### src/rtl/assert_macros.svh
// ----------------------------------------------------------------------------
// assert_macros.svh
// concurrent assertion shorthands used by the rtl
// ----------------------------------------------------------------------------
`ifndef ASSERT_MACROS_SVH
`define ASSERT_MACROS_SVH

// property must hold on every clock edge outside reset
`define ASSERT_ALWAYS(label, prop, msg) \
    label: assert property (@(posedge clk) disable iff (!rst_n) (prop)) else $error(msg);

// condition implies a consequence in the same cycle
`define ASSERT_IMPLIES(label, cond, cons, msg) \
    label: assert property (@(posedge clk) disable iff (!rst_n) (cond) |-> (cons)) \
        else $error(msg);

`endif

### src/rtl/hrp_pkg.sv
// ----------------------------------------------------------------------------
// hrp_pkg
// shared types, constants and helpers of the hex record parser
// ----------------------------------------------------------------------------
package hrp_pkg;

    localparam int POS_W    = 10;
    localparam int OUT_TDATA_W = 56;

    localparam logic [7:0]       CHAR_COLON     = 8'h3A;
    localparam logic [POS_W-1:0] POS_MAX        = 10'd1023;
    // position of the first data byte's low digit; also the shortest line not too short
    localparam logic [POS_W-1:0] FIRST_DATA_POS = 10'd10;
    localparam logic [POS_W-1:0] POS_LEN        = 10'd2;
    localparam logic [POS_W-1:0] POS_ADDR_HI    = 10'd4;
    localparam logic [POS_W-1:0] POS_ADDR_LO    = 10'd6;
    localparam logic [POS_W-1:0] POS_TYPE       = 10'd8;

    localparam logic KIND_CHAR = 1'b0;
    localparam logic KIND_EOL  = 1'b1;

    localparam logic RES_DATA   = 1'b0;
    localparam logic RES_FINISH = 1'b1;

    localparam logic [2:0] STATUS_OK        = 3'd0;
    localparam logic [2:0] STATUS_TOO_SHORT = 3'd1;
    localparam logic [2:0] STATUS_NO_COLON  = 3'd2;
    localparam logic [2:0] STATUS_ZERO_LEN  = 3'd3;
    localparam logic [2:0] STATUS_BAD_DIGIT = 3'd4;
    localparam logic [2:0] STATUS_BAD_CKSUM = 3'd5;

    typedef struct packed {
        logic       kind;
        logic [7:0] char_code;
    } item_t;

    typedef struct packed {
        logic        result_kind;
        logic [7:0]  data_byte;
        logic [7:0]  byte_index;
        logic [7:0]  record_len;
        logic [15:0] load_address;
        logic [7:0]  record_type;
        logic [2:0]  status;
    } result_t;

    typedef struct packed {
        logic [3:0] value;
        logic       ok;
    } nibble_t;

    // ascii hex digit to value; non-digits decode as zero with ok low
    function automatic nibble_t nibble_of(input logic [7:0] c);
        nibble_t n;
        n.ok    = 1'b1;
        n.value = 4'd0;
        if (c >= 8'h30 && c <= 8'h39)
        begin
            n.value = c[3:0];
        end
        else if ((c >= 8'h41 && c <= 8'h46) || (c >= 8'h61 && c <= 8'h66))
        begin
            n.value = c[3:0] + 4'd9;
        end
        else
        begin
            n.ok = 1'b0;
        end
        return n;
    endfunction

endpackage

### src/rtl/hrp_in_reg.sv
// ----------------------------------------------------------------------------
// hrp_in_reg
// input register of the parser: holds one character or end-of-line item
// ----------------------------------------------------------------------------
module hrp_in_reg (
    input  logic          clk,
    input  logic          rst_n,
    input  logic          s_tvalid,
    output logic          s_tready,
    input  logic [7:0]    s_tdata,   // [7:0] char_code
    input  logic          s_tuser,   // [0] kind
    input  logic          take,
    output logic          item_valid,
    output hrp_pkg::item_t item
);
    import hrp_pkg::*;

    logic  valid_reg;
    item_t item_reg;

    assign s_tready   = !valid_reg || take;
    assign item_valid = valid_reg;
    assign item       = item_reg;

    always_ff @(posedge clk or negedge rst_n)
    begin
        if (!rst_n)
        begin
            valid_reg <= 1'b0;
        end
        else if (s_tready)
        begin
            valid_reg <= s_tvalid;
        end
    end

    always_ff @(posedge clk)
    begin
        if (s_tready && s_tvalid)
        begin
            item_reg.kind      <= s_tuser;
            item_reg.char_code <= s_tdata;
        end
    end

endmodule

### src/rtl/hrp_decode.sv
// ----------------------------------------------------------------------------
// hrp_decode
// line state and per-character decode: fields, running sum, data bytes
// ----------------------------------------------------------------------------
module hrp_decode (
    input  logic             clk,
    input  logic             rst_n,
    input  logic             item_valid,
    input  hrp_pkg::item_t   item,
    input  logic             res_ready,
    output logic             take,
    output logic             res_load,
    output hrp_pkg::result_t result
);
    import hrp_pkg::*;

    logic [POS_W-1:0] pos_reg,  pos_next;
    logic [3:0]       hi_reg,   hi_next;
    logic [7:0]       sum_reg,  sum_next;
    logic [7:0]       len_reg,  len_next;
    logic [15:0]      addr_reg, addr_next;
    logic [7:0]       type_reg, type_next;
    logic [7:0]       cnt_reg,  cnt_next;
    logic             cks_reg,  cks_next;
    logic [2:0]       err_reg,  err_next;
    logic             produce;

    always_comb
    begin
        logic [POS_W-1:0] last_digit;
        nibble_t          nib;
        logic [7:0]       byte_val;

        last_digit = FIRST_DATA_POS + {1'b0, len_reg, 1'b0};
        nib        = nibble_of(item.char_code);
        byte_val   = {hi_reg, nib.value};

        pos_next  = pos_reg;
        hi_next   = hi_reg;
        sum_next  = sum_reg;
        len_next  = len_reg;
        addr_next = addr_reg;
        type_next = type_reg;
        cnt_next  = cnt_reg;
        cks_next  = cks_reg;
        err_next  = err_reg;
        produce   = 1'b0;

        result.result_kind  = RES_DATA;
        result.data_byte    = byte_val;
        result.byte_index   = cnt_reg;
        result.record_len   = len_reg;
        result.load_address = addr_reg;
        result.record_type  = type_reg;
        result.status       = STATUS_OK;

        if (item.kind == KIND_EOL)
        begin
            produce            = 1'b1;
            result.result_kind = RES_FINISH;
            result.data_byte   = 8'd0;
            if (pos_reg < FIRST_DATA_POS)
                result.status = STATUS_TOO_SHORT;
            else if (err_reg != STATUS_OK)
                result.status = err_reg;
            else if (len_reg == 8'd0)
                result.status = STATUS_ZERO_LEN;
            else if (!cks_reg)
                result.status = STATUS_TOO_SHORT;
            else if (sum_reg != 8'd0)
                result.status = STATUS_BAD_CKSUM;
            else
                result.status = STATUS_OK;
            // back to the start of a line
            pos_next  = '0;
            hi_next   = '0;
            sum_next  = '0;
            len_next  = '0;
            addr_next = '0;
            type_next = '0;
            cnt_next  = '0;
            cks_next  = 1'b0;
            err_next  = STATUS_OK;
        end
        else
        begin
            if (pos_reg != POS_MAX)
                pos_next = pos_reg + 1'b1;
            if (pos_reg == '0)
            begin
                if (item.char_code != CHAR_COLON)
                    err_next = STATUS_NO_COLON;
            end
            else if (pos_reg <= last_digit)
            begin
                if (!nib.ok && err_reg == STATUS_OK)
                    err_next = STATUS_BAD_DIGIT;
                if (pos_reg[0])
                begin
                    hi_next = nib.value;
                end
                else
                begin
                    sum_next = sum_reg + byte_val;
                    if (pos_reg == POS_LEN)
                        len_next = byte_val;
                    else if (pos_reg == POS_ADDR_HI)
                        addr_next = {byte_val, addr_reg[7:0]};
                    else if (pos_reg == POS_ADDR_LO)
                        addr_next = {addr_reg[15:8], byte_val};
                    else if (pos_reg == POS_TYPE)
                        type_next = byte_val;
                    else if (pos_reg == last_digit)
                        cks_next = 1'b1;
                    else
                    begin
                        produce  = 1'b1;
                        cnt_next = cnt_reg + 8'd1;
                    end
                end
            end
        end
    end

    assign take     = item_valid && (!produce || res_ready);
    assign res_load = take && produce;

    always_ff @(posedge clk or negedge rst_n)
    begin
        if (!rst_n)
        begin
            pos_reg  <= '0;
            hi_reg   <= '0;
            sum_reg  <= '0;
            len_reg  <= '0;
            addr_reg <= '0;
            type_reg <= '0;
            cnt_reg  <= '0;
            cks_reg  <= 1'b0;
            err_reg  <= STATUS_OK;
        end
        else if (take)
        begin
            pos_reg  <= pos_next;
            hi_reg   <= hi_next;
            sum_reg  <= sum_next;
            len_reg  <= len_next;
            addr_reg <= addr_next;
            type_reg <= type_next;
            cnt_reg  <= cnt_next;
            cks_reg  <= cks_next;
            err_reg  <= err_next;
        end
    end

endmodule

### src/rtl/hrp_out_reg.sv
// ----------------------------------------------------------------------------
// hrp_out_reg
// result register: holds one data byte or finish result until taken
// ----------------------------------------------------------------------------
module hrp_out_reg (
    input  logic                                clk,
    input  logic                                rst_n,
    input  logic                                res_load,
    input  hrp_pkg::result_t                    result,
    output logic                                res_ready,
    output logic                                m_tvalid,
    input  logic                                m_tready,
    output logic [hrp_pkg::OUT_TDATA_W-1:0]     m_tdata,
    output logic                                m_tuser
);
    import hrp_pkg::*;

    logic    valid_reg;
    result_t res_reg;

    assign res_ready = !valid_reg || m_tready;
    assign m_tvalid  = valid_reg;
    assign m_tuser   = res_reg.result_kind;
    assign m_tdata   = {5'd0, res_reg.status, res_reg.record_type, res_reg.load_address,
                        res_reg.record_len, res_reg.byte_index, res_reg.data_byte};

    always_ff @(posedge clk or negedge rst_n)
    begin
        if (!rst_n)
        begin
            valid_reg <= 1'b0;
        end
        else if (res_ready)
        begin
            valid_reg <= res_load;
        end
    end

    always_ff @(posedge clk)
    begin
        if (res_load)
        begin
            res_reg <= result;
        end
    end

endmodule

### src/rtl/hex_record_parser.sv
// ----------------------------------------------------------------------------
// hex_record_parser
// intel hex line parser fed one character per transfer
// ----------------------------------------------------------------------------
// A text line arrives as character transfers (tuser low) and closes with one
// end-of-line transfer (tuser high, tdata ignored). Position 0 must be ':';
// the hex pairs after it give length, address (high byte first), record type,
// the data bytes and the checksum, all summed into an 8-bit running sum. Each
// data byte leaves as a result (tuser low) as soon as its second digit is in,
// with its index in the record; characters past the checksum are ignored.
// The end-of-line transfer yields one finish result (tuser high) whose status
// is, in priority order: too short (under ten characters), a recorded error
// (no colon, or the first bad hex digit, which decodes as zero), zero length,
// too short (line ended before the checksum), bad checksum, ok. Data bytes are
// sent even on a line that turns out bad. Throughput is one transfer per
// clock unless the result side stalls: the input register feeds a single
// pass of nibble decode and 8-bit add into the result register, so an input
// transfer passes the input register and then the result register before its
// result is valid on the output. The only stall is a result-producing item
// meeting a full result register that is not being drained.
// ----------------------------------------------------------------------------
`include "assert_macros.svh"

module hex_record_parser (
    input  logic                            clk,
    input  logic                            rst_n,
    // input stream
    input  logic                            s_tvalid,
    output logic                            s_tready,
    input  logic [7:0]                      s_tdata,  // [7:0] char_code
    input  logic                            s_tuser,  // [0] kind: 0 char, 1 end of line
    // result stream
    output logic                            m_tvalid,
    input  logic                            m_tready,
    // [7:0] data_byte, [15:8] byte_index, [23:16] record_len,
    // [39:24] load_address, [47:40] record_type, [50:48] status, rest zero
    output logic [hrp_pkg::OUT_TDATA_W-1:0] m_tdata,
    output logic                            m_tuser   // [0] result_kind: 0 data, 1 finish
);
    import hrp_pkg::*;

    logic    item_valid;
    item_t   item;
    logic    take;
    logic    res_load;
    logic    res_ready;
    result_t result;

    // input register
    hrp_in_reg u_in_reg (
        .clk        (clk),
        .rst_n      (rst_n),
        .s_tvalid   (s_tvalid),
        .s_tready   (s_tready),
        .s_tdata    (s_tdata),
        .s_tuser    (s_tuser),
        .take       (take),
        .item_valid (item_valid),
        .item       (item)
    );

    // line state and decode
    hrp_decode u_decode (
        .clk        (clk),
        .rst_n      (rst_n),
        .item_valid (item_valid),
        .item       (item),
        .res_ready  (res_ready),
        .take       (take),
        .res_load   (res_load),
        .result     (result)
    );

    // result register
    hrp_out_reg u_out_reg (
        .clk        (clk),
        .rst_n      (rst_n),
        .res_load   (res_load),
        .result     (result),
        .res_ready  (res_ready),
        .m_tvalid   (m_tvalid),
        .m_tready   (m_tready),
        .m_tdata    (m_tdata),
        .m_tuser    (m_tuser)
    );

    // a held item that cannot move blocks new input
    `ASSERT_IMPLIES(a_stall_blocks_input, item_valid && !take, !s_tready,
                    "input taken while stalled")
    // a result is only loaded when the result register can take it
    `ASSERT_IMPLIES(a_load_needs_room, res_load, res_ready, "result register overrun")
    // data results carry a zero status
    `ASSERT_IMPLIES(a_data_status_zero, m_tvalid && !m_tuser,
                    m_tdata[50:48] == STATUS_OK, "data result with status")
    // finish status stays within the defined codes
    `ASSERT_ALWAYS(a_status_range,
                   !(m_tvalid && m_tuser) || m_tdata[50:48] <= STATUS_BAD_CKSUM,
                   "undefined status code")

endmodule

### config.mk
export PLATFORM = sky130hd
export DESIGN_NAME = hex_record_parser
export DESIGN_NICKNAME = d
export VERILOG_FILES = /design/src/rtl/hrp_pkg.sv /design/src/rtl/hrp_in_reg.sv /design/src/rtl/hrp_decode.sv /design/src/rtl/hrp_out_reg.sv /design/src/rtl/hex_record_parser.sv
export VERILOG_INCLUDE_DIRS = /design/src /design/src/rtl
export SDC_FILE = /design/constraint.sdc
export NUM_CORES = 1
export LEC_CHECK = 0
export BUFFER_PORTS_ARGS = -buffer_cell sky130_fd_sc_hd__buf_2
export CORE_UTILIZATION = 49
export CTS_BUF_LIST = sky130_fd_sc_hd__clkbuf_8
export DETAILED_ROUTE_END_ITERATION = 8
export PLACE_DENSITY = 0.83
export REMOVE_ABC_BUFFERS = 1
export SLEW_MARGIN = 5
export SYNTH_ARGS = -nofsm -noshare
export SYNTH_HDL_FRONTEND = slang
export SYNTH_SLANG_ARGS = --single-unit
export TNS_END_PERCENT = 10
### constraint.sdc
create_clock -name clk -period 4.45 [get_ports clk]
set_input_delay 0.2225 -clock clk [delete_from_list [all_inputs] [get_ports clk]]
set_output_delay 0.2225 -clock clk [all_outputs]
set_load 0.01 [all_outputs]
==> results.md, run 1 <==
* Clock Skew at 0.0174 ns
* Commonest cells after routing, fill and taps aside: dfrtp_1, buf_2, edfxtp_1, nand2_1, o21ai_0
* Synthesis Warnings at 0
* Peak VDD IR at around 0.18 mV
* Post-synth EDFFs at approximately 60
* Leak Pwr at between 3 and 4 nW
* CP Class: flip-flop to primary output
* Final Wtd Congestion at approximately 0.89
* Register area share after synthesis at 57.5%
* Final Worst Setup Slack at approximately 0.62 ns
* Synth cell types at 63
* Area Growth Syn to Fin at 16.2%
* Initial antenna violation count at 0
* Share of total power in sequential cells at 46.5%
* Crit-path max FO at 10
* CTS tree: built
* Antenna Cells at 0
* Met1 usage at 27.5%
* Htree depth at 4
* Unrepaired setup endpoints after global routing: false
* Initial drt markers at 492
* Number of global-route vias before repair at 4174
* Clk network pwr share at 24.8%
* Max reg flops at 51
* Via density per instance at around 5.6
* Top_reg_cell synth: dfrtp_1
* Critical R2R Launch: u_in_reg.item[0]$_DFFE_PP_
* Die H at 114 µm
* Post-route DRC at 0
* Endpoints failing setup at 0
* Dpl ws at ~0.85 ns
* Comb pwr share at about 29%
* DIE WIDTH at 114 µm
* Reg2Reg Setup Slack at between 0.7 and 0.8 ns
* CTS Sinks at 128
* Worst reg-to-reg path cell count at 15
* Critical path arrival at approximately 3.6 ns
* NetSw at 0.00128 W
* Crit start category: flip-flop
* Fmax at ~260 MHz
* Largest net degree at the start of global routing at about 70
* Synth async-reset ratio at 52.3%
* Crit path capture type: primary output
* Cell Pwr Density at around 530 nW/µm²
* Full die area at between 10000 and 15000 µm²
* Mapped cell area at approximately 6100 µm²
* Post-layout minimum cycle time at 3.83 ns
* Rel. slew slack at a little under a quarter
* Core footprint at between 10000 and 15000 µm²
* Initial core utilization at roughly 51%
* Sw Ratio at roughly a third
* Tightest Pin Transition at about 1.1 ns
* Area after DPL at 6610 µm²
* # rows at 40
* Commonest non-fill, non-tap cell in the layout: dfrtp_1
* Synthesized area per cell at ~12 µm²
* Clk_lat worst skew at about 0.46 ns
* Status: finished clean
* Final instance area at 7090 µm²
* Postcts setup bufs at 0
* Hold EP: u_out_reg.m_tvalid$_DFFE_PN0P_
* Post-synthesis register bit count at 128
* PortBufs at 66
* Layout cell share with drive strength beyond 1 at a little under a quarter
* Global routing's busiest layer: met2
* Total grt overflow at 0
* Final ANT Viol Nets at 0
* Clock Path Buffers at 2
* Met3 Track Usage GR at approximately 5.6%
* Max_cap viols at 0
* Max Slew Vio Count at 0
* CTS Buf Count at 17
* Post-layout net count at 625
* Gr usage total at around a fifth
* Avg WL per Cell at about 16 µm
* Final hold vios at 0
* Via count at 4307
* P_int at 0.00245 W
* Root buffer cell: clkbuf_8
* Met2 usage at between 30 and 40%
* Final period util at between 80% and 90%
* Hold path cells at 3
* Clock-pin slew on the worst setup and hold paths at 0.07 ns
* Total routed wirelength at between 10000 and 15000 µm
* Worst Hold Class: primary input to flip-flop
* Detailed Routing Iterations Pass 1 at 5
* Io pins at a little over 70
* Syn Inst Count at approximately 500
* Hold path start: m_tready
* WP data required at approximately 4.2 ns
* Wire length of the first global-routing pass at about 21000 µm
* Hpwl dp at 8650 µm
* Worst R2R End: u_decode.sum_reg[6]$_DFFE_PN0P_
==> area by class of cell <==
class | instances | area, µm²
tap | 168 | 210
timing repair buffer | 86 | 533
clock buffer | 20 | 275
clock inverter | 12 | 95.1
multi-input combinational | 328 | 2380
sequential | 128 | 3510
inverter | 24 | 90.1
fill | 963 | 4970
==> through the flow <==
step	power [W]	std cells	hold WS, ns	util (%)	TNS (ns)
2_1_floorplan	0.00244	480	-0.0731	-	-4.45
3_3_place_gp	0.00276	723	0.400	54.8	0
3_5_place_dp	0.00281	723	0.401	54.8	0
4_1_cts	0.00375	766	0.125	58.8	0
5_1_grt	0.00394	766	0.142	58.8	0
6_report	0.00373	766	0.147	58.8	0
==> worst max-delay path: stages, from the launching register on <==
cell and delay, ns:
dfrtp_1 0.48, a21oi_1 0.29, nand3b_1 0.17, xor2_1 0.23, ha_1 0.30, nand4_1 0.12, nor3_1 0.06, a2111oi_1 0.38
buf_4 0.20, a31oi_1 0.23, nor3b_1 0.47, inv_1 0.07, buf_2 0.15
==> power groups by stage <==
stage	Clock, W	Sequential (W)	Combinational (W)
2_1_floorplan	0	0.00180	0.000641
3_3_place_gp	0	0.00174	0.00102
3_5_place_dp	0	0.00175	0.00105
4_1_cts	0.000945	0.00173	0.00107
5_1_grt	0.000995	0.00177	0.00118
6_report	0.000926	0.00173	0.00107
==> logic make-up after synthesis <==
group | count (synthesis) | synth area share [%]
simple gates | 145 | 13.4
flops | 128 | 57.5
compound gates | 105 | 11.8
buf+inv | 49 | 3.75
mux | 34 | 6.07
fa+ha+maj | 27 | 5.66
xor+xnor | 12 | 1.72
other cells | 1 | 0.0615
==> per-layer routing <==
layer | wire length [µm] | up-vias
li1 | - | 2037
met1 | 5640 | 2108
met2 | 6060 | 141
met3 | 648 | 21
met4 | 284 | 0
met5 | 0 | -
==> synth_stat cells (3+ instances only) <==
cell type / count / area, µm²
dfrtp_1: 67 / 1680
edfxtp_1: 61 / 1830
nand2_1: 39 / 146
o21ai_0: 28 / 140
ha_1: 26 / 325
nor2_1: 26 / 97.6
inv_1: 24 / 90.1
mux2_2: 24 / 270
a21oi_1: 16 / 80.1
clkbuf_1: 13 / 48.8
nand3_1: 11 / 55.1
mux2i_1: 10 / 100
nor3_1: 10 / 50.1
o31ai_1: 9 / 67.6
xor2_1: 9 / 78.8
or4_1: 8 / 60.1
o41ai_1: 7 / 61.3
and3_1: 6 / 37.5
nand2b_1: 6 / 37.5
nor2b_1: 6 / 37.5
nor4_1: 6 / 37.5
a22o_1: 5 / 43.8
a32o_1: 5 / 50.1
buf_4: 5 / 37.5
nor3b_1: 4 / 30.0
o211ai_1: 4 / 30.0
o221ai_1: 4 / 35.0
or2_2: 4 / 25.0
a211oi_1: 3 / 22.5
a31oi_1: 3 / 18.8
buf_2: 3 / 15.0
buf_6: 3 / 33.8
nor3_4: 3 / 48.8
or3_1: 3 / 18.8
xnor2_1: 3 / 26.3
==> worst max path at each step <==
stage | from | to | slack (ns) | cells after the start
3_3_place_gp | u_decode.len_reg[2]$_DFFE_PN0P_ | u_decode.hi_reg[3]$_DFFE_PN0P_ | 0.95 | 12
3_5_place_dp | u_decode.len_reg[2]$_DFFE_PN0P_ | u_decode.hi_reg[3]$_DFFE_PN0P_ | 0.85 | 12
4_1_cts | u_decode.len_reg[2]$_DFFE_PN0P_ | s_tready | 0.62 | 12
5_1_grt | u_decode.len_reg[2]$_DFFE_PN0P_ | s_tready | 0.35 | 12
6_report | u_decode.len_reg[2]$_DFFE_PN0P_ | s_tready | 0.62 | 12
2_1_floorplan | u_decode.len_reg[0]$_DFFE_PN0P_ | u_out_reg.m_tdata[0]$_SDFFCE_PP0P_ | -0.09 | 10
==> repair_timing <==
action                    in CTS  in global routing
resized for setup              0                  0
hold buffers                  11                  0
hold endpoints to repair      77                  0
(Power assumes the default switching activity.)
==> run 2: changes to the inputs <==
--- a/config.mk
+++ b/config.mk
@@ -6,11 +6,13 @@
 export SDC_FILE = /design/constraint.sdc
 export NUM_CORES = 1
 export LEC_CHECK = 0
-export BUFFER_PORTS_ARGS = -buffer_cell sky130_fd_sc_hd__buf_2
+export ABC_AREA = 1
 export CORE_UTILIZATION = 49
 export CTS_BUF_LIST = sky130_fd_sc_hd__clkbuf_8
 export DETAILED_ROUTE_END_ITERATION = 8
-export PLACE_DENSITY = 0.83
+export DONT_BUFFER_PORTS = 1
+export MAX_ROUTING_LAYER = met4
+export PLACE_DENSITY = 0.77
 export REMOVE_ABC_BUFFERS = 1
 export SLEW_MARGIN = 5
 export SYNTH_ARGS = -nofsm -noshare
==> run 2 against run 1 <==
Against the previous run: core utilization shrank 2.3 points; register-to-register slack lost 0.23 ns; cell area grew 0.88%; synthesized cell count grew 37%; critical path type is now flip-flop to flip-flop; critical endpoint is now u_out_reg.m_tdata[16]$_DFFE_PP_.
==> results.md, run 2 <==
* Clock-pin slew on the worst setup and hold paths at approximately 0.070 ns
* Peak VDD IR at 0.194 mV
* Total grt overflow at 0
* Synth cell types at 40
* Root buffer cell: clkbuf_8
* Full die area at 13500 µm²
* Post-synth top area share at 28.6%
* Crit start category: flip-flop
* Total routed wirelength at approximately 14000 µm
* Max reg flops at slightly above 50
* Crit-path max FO at 28
* Largest net degree at the start of global routing at slightly below 70
* Fmax at between 200 and 300 MHz
* Clk_lat worst skew at between 0.4 and 0.5 ns
* Synthesis Warnings at 0
* Unrepaired setup endpoints after global routing: false
* Synth cell count leaders: nand2_1, nor2_1, dfrtp_1
* Initial core utilization at between 50 and 60%
* Commonest cells after routing, fill and taps aside: nand2_1, nor2_1, dfrtp_1, inv_1, edfxtp_1
* Hold EP: u_in_reg.item_valid$_DFFE_PN0P_
* Tightest Pin Transition at a little under 0.8 ns
* Register area share after synthesis at ~55%
* Rel. slew slack at approximately 48%
* CP Class: flip-flop to flip-flop
* Clock Path Buffers at 2
* Core footprint at 12700 µm²
* Die H at between 100 and 150 µm
* Htree depth at 4
* Area Growth Syn to Fin at 11.9%
* Via density per instance at 5.53
* Worst R2R End: u_out_reg.m_tdata[16]$_DFFE_PP_
* Final hold vios at 0
* Mapped cell area at roughly 6400 µm²
* Post-route DRC at 0
* Hold path cells at 3
* Dpl ws at around 0.55 ns
* Post-synthesis register bit count at ~130
* Post-layout minimum cycle time at about 3.9 ns
* Layout cell share with drive strength beyond 1 at ~8.4%
* Final period util at about nine tenths
* Cell Pwr Density at about 560 nW/µm²
* Crit path capture type: flip-flop
* Yosys top cell by area: edfxtp_1
* Wire length of the first global-routing pass at 23100 µm
* Critical path arrival at 4.08 ns
* Endpoints failing setup at 0
* # rows at 41
* Synthesized area per cell at ~9.3 µm²
* Post-layout net count at 744
* Antenna Cells at 0
* PortBufs at 0
* Initial antenna violation count at 0
* Max Slew Vio Count at 0
* Synth area leaders: edfxtp_1, dfrtp_1, nand2_1
* Worst reg-to-reg path cell count at 18
* Via count at ~4900
* Final Worst Setup Slack at 0.506 ns
* WP data required at 4.59 ns
* Syn Inst Count at roughly 690
* Clock Skew at between 0.01 and 0.015 ns
* Reg2Reg Setup Slack at ~0.51 ns
* Final Wtd Congestion at around 0.90
* Cell with the most instances after synthesis: nand2_1
* Top_reg_cell synth: dfrtp_1
* Area after DPL at 6540 µm²
* CTS Buf Count at 17
* Hold path start: m_tready
* Status: finished clean
* Worst Hold Class: primary input to flip-flop
* Leak Pwr at about 3.4 nW
* Postcts setup bufs at 0
* Number of global-route vias before repair at ~4800
* DIE WIDTH at ~120 µm
* CTS tree: built
* Gr usage total at a little under a quarter
* Io pins at 72
* Avg WL per Cell at 15.8 µm
* Max_cap viols at 0
* Commonest non-fill, non-tap cell in the layout: nand2_1
* Synth async-reset ratio at 52.3%
* Hpwl dp at 9830 µm
* Post-synth EDFFs at 61
* Critical R2R Launch: u_decode.len_reg[0]$_DFFE_PN0P_
* Final instance area at approximately 7200 µm²
* Final ANT Viol Nets at 0
* Detailed Routing Iterations Pass 1 at 5
* Initial drt markers at between 300 and 400
* CTS Sinks at roughly 130
run 2: cell count changes after synthesis, moves of 10 or more:
| cell | change |
|---|---|
| inv_1 | +41 |
| mux2_2 | -24 |
| mux2i_1 | -10 |
| nand2_1 | +135 |
| nand3_1 | +32 |
| nand4_1 | +29 |
| nor2_1 | +43 |
run 2: report_power, final:
part	switching (W)	internal (W)	leakage (nW)	total (W)
clock network	0.000466	0.000683	0.233	0.00115
logic	0.000714	0.000297	1.61	0.00101
registers	0.000253	0.00156	1.51	0.00182
run 2: final cells by class:
type	instances	area [µm²]
Multi-Input combinational cell	471	2520
Timing Repair Buffer	17	190
Tap cell	172	215
Inverter	69	259
Clock inverter	14	213
Sequential cell	128	3510
Fill cell	1056	5520
Clock buffer	18	248
run 2: worst max-delay path by stage:
| stage | startpoint | to | slack (ns) | cells after the start |
|---|---|---|---|---|
| floorplan | u_decode.len_reg[0]$_DFFE_PN0P_ | u_out_reg.m_tdata[0]$_SDFFCE_PP0P_ | -0.24 | 17 |
| finish | u_decode.len_reg[0]$_DFFE_PN0P_ | u_out_reg.m_tdata[16]$_DFFE_PP_ | 0.51 | 18 |
| CTS | u_decode.len_reg[0]$_DFFE_PN0P_ | u_out_reg.m_tdata[17]$_DFFE_PP_ | 0.54 | 18 |
| global placement | u_decode.len_reg[0]$_DFFE_PN0P_ | u_out_reg.m_tdata[17]$_DFFE_PP_ | 0.85 | 18 |
| detailed placement | u_decode.len_reg[0]$_DFFE_PN0P_ | u_out_reg.m_tdata[16]$_DFFE_PP_ | 0.55 | 18 |
| global route | u_decode.len_reg[0]$_DFFE_PN0P_ | u_out_reg.m_tdata[16]$_DFFE_PP_ | 0.14 | 18 |
run 2: kinds of logic (layout without fill, tap and decap cells):
family	count (synthesis)	count (layout)	share of synthesized area, %
XOR/XNOR	22	22	3.01
flip-flops	128	128	54.9
AO/OA/AOI/OAI	57	57	5.03
adder cells (fa/ha/maj)	27	27	5.40
other	1	5	0.0587
AND/OR/NAND/NOR	360	360	25.7
buffers and inverters	91	118	5.97
run 2: stage by stage:
step	setup TNS [ns]	util (%)	hold slack (ns)	std cells	power [W]
final	0	56.4	0.262	889	0.00398
after global routing	0	56.4	0.258	889	0.00420
after CTS	0	56.4	0.231	889	0.00398
after detailed placement	0	51.6	-0.0709	844	0.00281
after global placement	0	51.6	-0.0706	844	0.00275
after floorplan	-12.28	-	-0.0731	668	0.00251
run 2: worst max-delay path, cell delays in order, from the launching register on:
cell,delay [ns]
dfrtp_1,0.43
ha_1,0.24
o21ai_0,0.31
nor2_1,0.12
nand2_1,0.10
xor2_1,0.15
inv_1,0.06
ha_1,0.29
nand2_1,0.06
nor2_2,0.16
inv_1,0.06
a21oi_1,0.14
nor2_1,0.08
nand3_2,0.06
nand2_2,0.17
a21oi_4,0.19
nand2_1,0.23
inv_2,0.50
buf_12,0.26
run 2: metal layers:
metal  track usage, %  vias to the layer above  share of wire, %  wire, µm
met5                -                        -                 0         0
met3             5.09                       39               6.5       917
met4             10.6                        0               3.0       419
met2             37.3                      243                49      6910
li1                 -                     2320                 -         -
met1             27.9                     2318                41      5830
run 2: repair_timing:
| item | 4_1_cts | 5_1_grt |
|---|---|---|
| hold buffers | 13 | 0 |
| gates resized for setup | 0 | 0 |
| hold endpoints to repair | 78 | 0 |
